$ cat config.mk
export PLATFORM = sky130hd
export DESIGN_NAME = agr_div
export DESIGN_NICKNAME = d
export VERILOG_FILES = /design/src/hdl/agr_pkg.sv /design/src/hdl/agr_div.sv
export VERILOG_INCLUDE_DIRS = /design/src /design/src/hdl
export SDC_FILE = /design/constraint.sdc
export NUM_CORES = 1
export LEC_CHECK = 0
export CAP_MARGIN = 10
export CELL_PAD_IN_SITES_DETAIL_PLACEMENT = 1
export CELL_PAD_IN_SITES_GLOBAL_PLACEMENT = 2
export CORE_MARGIN = 4
export CORE_UTILIZATION = 30
export DETAILED_ROUTE_END_ITERATION = 8
export DONT_BUFFER_PORTS = 1
export GPL_TIMING_DRIVEN = 1
export HOLD_SLACK_MARGIN = 0.03
export PLACE_DENSITY = 0.56
export SLEW_MARGIN = 10
export SYNTH_ARGS = -nofsm -noshare
export SYNTH_HDL_FRONTEND = slang
export SYNTH_SLANG_ARGS = --single-unit
export TNS_END_PERCENT = 50
$ cat constraint.sdc
create_clock -name clock -period 7.05 [get_ports clock]
set_input_delay 0.705 -clock clock [delete_from_list [all_inputs] [get_ports clock]]
set_output_delay 0.705 -clock clock [all_outputs]
set_load 0.005 [all_outputs]
$ cat src/hdl/adaptive_grid_rebin_defines.svh
// Assertion macros shared by the adaptive grid rebin RTL.
// No dependencies.
`ifndef ADAPTIVE_GRID_REBIN_DEFINES_SVH
`define ADAPTIVE_GRID_REBIN_DEFINES_SVH
// implication checked on every rising clock edge outside reset
`define AGR_ASSERT_IMP(label, clk, rst, lhs, rhs) \
   label: assert property (@(posedge clk) disable iff (rst) (lhs) |-> (rhs)) \
      else $error("assertion failed");
// next-cycle implication
`define AGR_ASSERT_NEXT(label, clk, rst, lhs, rhs) \
   label: assert property (@(posedge clk) disable iff (rst) (lhs) |=> (rhs)) \
      else $error("assertion failed");
`endif

$ cat src/hdl/agr_pkg.sv
// Shared constants and types for the adaptive grid rebin block.
// No dependencies.
`default_nettype none
package agr_pkg;
   localparam int MaxBins  = 512;
   localparam int AddrW    = $clog2(MaxBins);
   localparam logic [31:0] EdgeOne = 32'h8000_0000;

   typedef enum logic [1:0] {
      OP_LOAD  = 2'd0,
      OP_START = 2'd1,
      OP_EMIT  = 2'd2,
      OP_NONE  = 2'd3
   } opcode_type;

   typedef enum logic [1:0] {
      ST_OK    = 2'd0,
      ST_CLAMP = 2'd1,
      ST_ZDIV  = 2'd2
   } status_type;

   // divider handshake
   typedef struct packed {
      logic        go;
      logic [63:0] dividend;
      logic [31:0] divisor;
   } div_req_type;

   typedef struct packed {
      logic        done;
      logic [31:0] quotient;
   } div_rsp_type;
endpackage
`default_nettype wire

$ cat src/hdl/agr_div.sv
// Restoring divider, one quotient bit a cycle (64 by 32, quotient fits 32 bits).
// Depends on agr_pkg and the assertion macros.
`default_nettype none
`include "adaptive_grid_rebin_defines.svh"
module agr_div
   import agr_pkg::*;
(
   input  wire         clock,
   input  wire         reset,
   input  div_req_type req,
   output div_rsp_type rsp
);
   logic [63:0] rem_ff, rem_in;
   logic [31:0] dvs_ff, dvs_in;
   logic [31:0] quo_ff, quo_in;
   logic [5:0]  cnt_ff, cnt_in;
   logic        busy_ff, busy_in;
   logic        done_ff, done_in;
   logic [64:0] trial;

   always_comb begin
      rem_in  = rem_ff;
      dvs_in  = dvs_ff;
      quo_in  = quo_ff;
      cnt_in  = cnt_ff;
      busy_in = busy_ff;
      done_in = 1'b0;
      trial   = {rem_ff, 1'b0} - {1'b0, dvs_ff, 32'd0};
      if (req.go) begin
         rem_in  = req.dividend;
         dvs_in  = req.divisor;
         cnt_in  = 6'd0;
         busy_in = 1'b1;
      end else if (busy_ff) begin
         // quotient < 2^32 since dividend < divisor * 2^32
         if (!trial[64]) begin
            rem_in = trial[63:0];
            quo_in = {quo_ff[30:0], 1'b1};
         end else begin
            rem_in = {rem_ff[62:0], 1'b0};
            quo_in = {quo_ff[30:0], 1'b0};
         end
         cnt_in = cnt_ff + 6'd1;
         if (cnt_ff == 6'd31) begin
            busy_in = 1'b0;
            done_in = 1'b1;
         end
      end
   end

   always_ff @(posedge clock) begin
      if (reset) begin
         busy_ff <= 1'b0;
         done_ff <= 1'b0;
         cnt_ff  <= 6'd0;
      end else begin
         busy_ff <= busy_in;
         done_ff <= done_in;
         cnt_ff  <= cnt_in;
      end
      rem_ff <= rem_in;
      dvs_ff <= dvs_in;
      quo_ff <= quo_in;
   end

   assign rsp.done     = done_ff;
   assign rsp.quotient = quo_ff;

   `AGR_ASSERT_NEXT(a_done_one, clock, reset, done_ff, !done_ff)
   `AGR_ASSERT_IMP(a_no_restart, clock, reset, busy_ff, !req.go)
   `AGR_ASSERT_IMP(a_done_idle, clock, reset, done_ff, !busy_ff)
endmodule
`default_nettype wire

==> results of run 1 <==
[sequential cells by signal, indices dropped and copies added, names as in the netlist]
signal,cells
done_ff,1
quo_ff,32
dvs_ff,32
cnt_ff,6
busy_ff,1
rem_ff,64
[stage by stage]
stage                     utilization (%)  hold slack [ns]
after floorplan                         -            0.424
after global placement               31.6            0.462
after detailed placement             31.6            0.470
after CTS                            34.1            0.334
after global routing                 34.1            0.327
final                                34.1            0.354
[path summary, 6_finish.rpt]
kind / endpoint / slack, ns / cells past startpoint
hold / removal: busy_ff / 0.35 / 1
hold reg to reg: quo_ff[3] / 0.48 / 0
setup / recovery: rem_ff[32] / 3.42 / 12
setup reg to reg: rem_ff[32] / 3.42 / 12
[critical path, stage by stage, from the launching register on]
cell and delay, ns:
edfxtp_1 0.32, inv_1 0.05, ha_1 0.22, fa_1 0.41, nor2b_1 0.19, o31a_1 0.19
o21a_1 0.20, a21oi_1 0.17, o221a_2 0.29, and3_1 0.29, nor2_8 0.64, mux2_2 0.41
o21ai_1 0.11
[power by group]
group	switching, mW	total (mW)	internal [mW]
logic	0.517	0.903	0.386
registers	0.0469	1.06	1.02
clock network	0.387	0.919	0.531
total	0.951	2.88	1.93
[cell type report]
| class | count | area (um2) | share of cell area [%] |
|---|---|---|---|
| inverters | 46 | 173 | 2.16 |
| repair buffers | 2 | 15.0 | 0.188 |
| clock inverters | 14 | 163 | 2.04 |
| flip-flops and latches | 136 | 4000 | 50.1 |
| diodes | 1 | 2.50 | 0.0313 |
| well taps | 319 | 399 | 5.00 |
| multi-input cells | 388 | 2800 | 35.1 |
| clock buffers | 18 | 429 | 5.37 |
[kinds of logic (layout without fill, tap and decap cells)]
| kind of cell | count (synthesis) | count (layout) | synth area share [%] |
|---|---|---|---|
| AO/OA/AOI/OAI | 136 | 136 | 11.8 |
| flip-flops | 136 | 136 | 56.4 |
| AND/OR/NAND/NOR | 128 | 128 | 8.76 |
| buffers and inverters | 68 | 80 | 4.14 |
| multiplexers | 60 | 60 | 9.05 |
| adder cells (fa/ha/maj) | 34 | 34 | 6.10 |
| XOR/XNOR | 30 | 30 | 3.70 |
| other | 0 | 1 | 0 |
[metal layers]
layer | track usage, % | share of wire [%] | vias up | routed length [um]
met3 | 5.38 | 6.2 | 21 | 1050
li1 | - | - | 2183 | -
met1 | 15.9 | 44 | 2180 | 7530
met2 | 21.4 | 48 | 89 | 8080
met5 | 0 | 0.31 | - | 53
met4 | 3.92 | 1.4 | 8 | 237
[cells in the final DEF, fill, tap and decap left out, drive strengths merged, types with 2 or more instances in the layout]
| master | Yosys | final |
|---|---|---|
| o211ai | 5 | 5 |
| or2 | 2 | 2 |
| nand2 | 57 | 57 |
| o21a | 6 | 6 |
| xor2 | 14 | 14 |
| edfxtp | 128 | 128 |
| clkinvlp | 0 | 2 |
| and4 | 4 | 4 |
| and2 | 5 | 5 |
| o21ai | 44 | 44 |
| a21o | 16 | 16 |
| o21bai | 3 | 3 |
| a31o | 3 | 3 |
| inv | 45 | 51 |
| mux2i | 27 | 27 |
| nor2 | 23 | 23 |
| nand3 | 6 | 6 |
| nor2b | 5 | 5 |
| clkbuf | 12 | 18 |
| nor3b | 2 | 2 |
| dfxtp | 8 | 8 |
| mux2 | 33 | 33 |
| ha | 33 | 33 |
| and3 | 5 | 5 |
| buf | 10 | 2 |
| nand4 | 7 | 7 |
| nor3 | 6 | 6 |
| xnor2 | 16 | 16 |
| nor4 | 2 | 2 |
| bufinv | 0 | 2 |
| a21oi | 39 | 39 |
| nand2b | 2 | 2 |
| o2111ai | 2 | 2 |
| a31oi | 4 | 4 |
| clkinv | 1 | 5 |
| a221o | 2 | 2 |
==> impl_metrics.yaml, run 1 <==
run_status:
  status: "completed"
setup_path:
  crit_path_end_kind: "register"
  cp-start-kind: "register"
  arrival_ns: 3.90
  required_ns: 7.32
  rr_startpoint: "rem_ff[31]"
  path_class: "register to register"
  critPathMaxFanout: 33
  crit_start: "rem_ff[31]"
grt:
  grt_pass1_vias: 4956
  grt_first_pass_wirelength_mm: 27.0
  antenna_found_initial: 5
  grt_max_degree: 129
  grt_use_total_pct: 13.1
  grt.overflow.total: 0
placement:
  place.gp.congestion: 0.739
  placed_area_mm2: 0.00739
  io_buffers: 0
  dp_hpwl_mm: 12.0
  placedCellCount: 891
  pre_cts_ws_ns: 3.40
routing:
  first_pass_iters: 4
  antenna_left: 0
  drt_iter0_markers: 171
  post_drt_via_cell_ratio: 4.85
  drc: 0
  routed_wl_mm: 16.9
  num_vias: 4481
  wl_per_cell_um: 18.3
finish:
  area_growth_pct: 12.6
  drive_gt1_share_pct: 12.3
  fillers: 2575
  final_cell_area_mm2: 0.00799
  nets: 724
  layout.cells.non_filler: 924
cts:
  tritoncts: "built"
  worstSkewPairLatency_ns: 0.42
  numClockSinks: 136
  ctsRootBufferMaster: "clkbuf_16"
  numCtsBuffers: 17
  clkSlewWorstSetupHoldPaths_ns: 0.06
  cts_buffer_depth: 2
  htreeDepth: 4
  postCtsHoldBufs: 0
  cts_setup_buffers: 0
  cts_resized: 0
power_and_ir_drop:
  ir_worst_vdd_mv: 0.115
  p_leak_nw: 3.08
  p_per_area_mw_per_mm2: 361
  total_power_mw: 2.88
timing:
  fmax_ghz: 0.275
  layout_min_cycle_time_ns: 3.63
  rsz0062_at_grt: "no"
  fin_crit_sh_pct: 51.5
  slew_headroom_pct: 48.1
  finalClockSkew_ns: 0.0109
  setup_tns_ns: 0
  setup_violations: 0
  slew_viol_final: 0
  worst_slew_pin_slew_ns: 0.779
  setup_slack_ns: 3.42
  hold_viol_final: 0
synth:
  ys_seq_elements: 136
  synth.most_common_cell: "edfxtp_1"
  ys_top_cells_by_count: "edfxtp_1 (128), nand2_1 (57), inv_1 (45), a21oi_1 (38), ha_1 (33)"
  avgSynthCellArea_um2: 12.0
  synth_top_area_share_pct: 54.2
  netlist_area_mm2: 0.00710
  synth_edf_count: 128
  async_flop_share_pct: 0
  synth_warnings: 0
  synth_nets: 725
  seq_area_frac_synth_pct: 56.4
  synth.distinct_cells: 59
  synthTopCellsByArea: "edfxtp_1 (54%), ha_1 (5.8%), mux2_2 (5.1%), mux2i_1 (3.8%), nand2_1 (3.0%)"
  synthFlopType: "edfxtp_1"
  synth.largest_area_cell: "edfxtp_1"
  synthCells: 592
worst_hold_path:
  min-delay-path-class: "input pin to register"
  min_from: "reset"
floorplan:
  fp-row-count: 56
  start_util_pct: 30.3
  dieWidth_um: 162
  dieHeight_um: 162
  core_mm2: 0.0234
  num_io_pins: 132
  die_area_mm2: 0.0262
run:
  maxCapViolations: 0
(Power assumes the default switching activity.)
==> run 2: changes to the inputs <==
--- a/config.mk
+++ b/config.mk
@@ -15,7 +15,7 @@
 export DONT_BUFFER_PORTS = 1
 export GPL_TIMING_DRIVEN = 1
 export HOLD_SLACK_MARGIN = 0.03
-export PLACE_DENSITY = 0.56
+export PLACE_DENSITY = 0.58
 export SLEW_MARGIN = 10
 export SYNTH_ARGS = -nofsm -noshare
 export SYNTH_HDL_FRONTEND = slang
==> constraint.sdc (replaced) <==
create_clock -name clock -period 3.19 [get_ports clock]
set_input_delay 0.319 -clock clock [delete_from_list [all_inputs] [get_ports clock]]
set_output_delay 0.319 -clock clock [all_outputs]
set_load 0.005 [all_outputs]
==> run 2 against run 1 <==
Compared with the run above:
- design area grew 8.3%
- global-route usage up 0.49 points
- maximum frequency up 20%
- die area stayed put
- non-clock buffer count grew 63
- first-iteration DRC count rose by 30%
- worst setup slack got worse by 3.2 ns
- sequential power grew 120%
- sequential cell count unchanged
- total power up 130%
- routed wire length rose by 3.7%
- critical endpoint is now rem_ff[60]
==> impl_metrics.yaml, run 2 (same netlist as run 1, synthesis figures left out) <==
run_status:
  status: "completed"
grt:
  grt_first_pass_wirelength_mm: 28.0
  grt_pass1_vias: 5260
  antenna_found_initial: 2
  grt_max_degree: 98
  grt.overflow.total: 0
  grt_use_total_pct: 13.6
finish:
  regArea_mm2: 0.00400
  mostFrequentLayoutCells: "edfxtp_1 (128), nand2_1 (56), inv_1 (45)"
  antenna_cells: 0
  area_growth_pct: 22.0
  largest_reg_flops: 64
  drive_gt1_share_pct: 17.1
  layout_commonest_cell: "edfxtp_1"
  largest-register: "rem_ff"
  nets: 787
  multiInputGateArea_mm2: 0.00283
  largestRegisters: "rem_ff: 64 flops, dvs_ff: 32 flops, quo_ff: 32 flops"
  finalCoreUtilization_pct: 37.0
  fillers: 2558
timing:
  setup_violations: 0
  slew_viol_final: 0
  setup_tns_ns: 0
  hold_viol_final: 0
  whs_ns: 0.0962
  fmax_ghz: 0.331
  finalClockSkew_ns: 0.0109
  worst_slew_pin_slew_ns: 0.450
  slew_headroom_pct: 69.9
  setup_slack_ns: 0.167
  fin_crit_sh_pct: 94.8
  layout_min_cycle_time_ns: 3.02
routing:
  num_vias: 4698
  wl_per_cell_um: 17.8
  routed_wl_mm: 17.6
  first_pass_iters: 4
  antenna_left: 0
  drt_iter0_markers: 223
  post_drt_via_cell_ratio: 4.76
  drc: 0
setup_path:
  crit_path_frequent_cell: "a21oi_2"
  cp_slowest_stage_delay_ns: 0.37
  path_class: "register to register"
  crit_path_end_kind: "register"
  cp-start-kind: "register"
  slowest_stage: "edfxtp_1"
  arrival_ns: 3.19
  required_ns: 3.36
  critPathMaxFanout: 12
  path_cells: "inv_1, ha_2, fa_2, nor2b_2, o31a_1, o21a_1, a21oi_2, o221a_2, a21oi_2, buf_4, nor2_8, buf_12, nor3b_1, a221o_1"
floorplan:
  die_area_mm2: 0.0262
  num_io_pins: 132
  core_mm2: 0.0234
  dieWidth_um: 162
  dieHeight_um: 162
  start_util_pct: 30.3
  fp-row-count: 56
placement:
  io_buffers: 0
  pre_cts_ws_ns: 0.0585
  place.gp.congestion: 0.771
  dp_hpwl_mm: 12.3
power_and_ir_drop:
  ir_worst_vdd_mv: 0.253
  p_per_area_mw_per_mm2: 781
  p_leak_nw: 3.39
  total_power_mw: 6.75
cts:
  htreeDepth: 4
  worstSkewPairLatency_ns: 0.42
  numClockSinks: 136
  ctsRootBufferMaster: "clkbuf_16"
  cts_buffer_depth: 2
  numCtsBuffers: 17
  tritoncts: "built"
  clkSlewWorstSetupHoldPaths_ns: 0.07
run:
  maxCapViolations: 0
worst_hold_path:
  min-delay-path-class: "input pin to register"
[run 2: changes by cell type in the layout (fill, tap and decap cells not counted), sizes merged]
| cell | before | now |
|---|---|---|
| dlygate4sd3 | 0 | 33 |
| buf | 2 | 32 |
| clkinv | 5 | 3 |
| inv | 51 | 53 |
| clkbuf | 18 | 17 |
| clkinvlp | 2 | 3 |
| diode | 1 | 0 |
[run 2: layout make-up]
class,instances,share of cell area (%)
repair buffers,65,7.32
flip-flops and latches,136,46.3
inverters,46,2.00
well taps,319,4.61
multi-input cells,388,32.8
clock inverters,15,2.14
clock buffers,17,4.92
[run 2: metrics by stage]
stage / area, um2 / std cells
global placement: 7630 / 916
global route: 8650 / 986
floorplan: 7100 / 592
finish: 8650 / 986
CTS: 8590 / 982
detailed placement: 7630 / 916
[run 2: what timing repair did]
item,4_1_cts,5_1_grt
gates resized for setup,0,13
setup endpoints to repair,0,32
endpoints found under the hold margin,65,0
setup buffers,0,4
hold buffers,34,0
[run 2: path summary, 6_finish.rpt]
path | from | endpoint | slack, ns | depth (start not counted)
hold / removal | req[88] | rem_ff[56] | 0.1 | 2
setup reg to reg | rem_ff[31] | rem_ff[60] | 0.17 | 14
hold reg to reg | cnt_ff[5] | done_ff | 0.48 | 1
setup / recovery | rem_ff[31] | rem_ff[60] | 0.17 | 14
[run 2: routing by layer]
metal	up-vias	routed length (um)	GRT usage [%]
met5	-	32	0
met4	4	264	3.96
met3	21	871	4.49
met2	85	8310	22.4
met1	2289	8090	17.0
li1	2299	-	-
[run 2: where the power goes]
group,leakage [nW],internal [mW],total (mW),switching (mW)
Sequential,1.32,2.24,2.36,0.112
Combinational,1.78,1.11,2.34,1.23
Clock,0.290,1.19,2.06,0.873
Total,3.39,4.54,6.75,2.22
[run 2: worst max-delay path: cells and delay by family, from the launching register on]
family	cells	cell delay [ns]
buf+inv	3	0.43
fa+ha+maj	2	0.44
simple gates	3	0.27
compound gates	6	1.27
flops	1	0.37
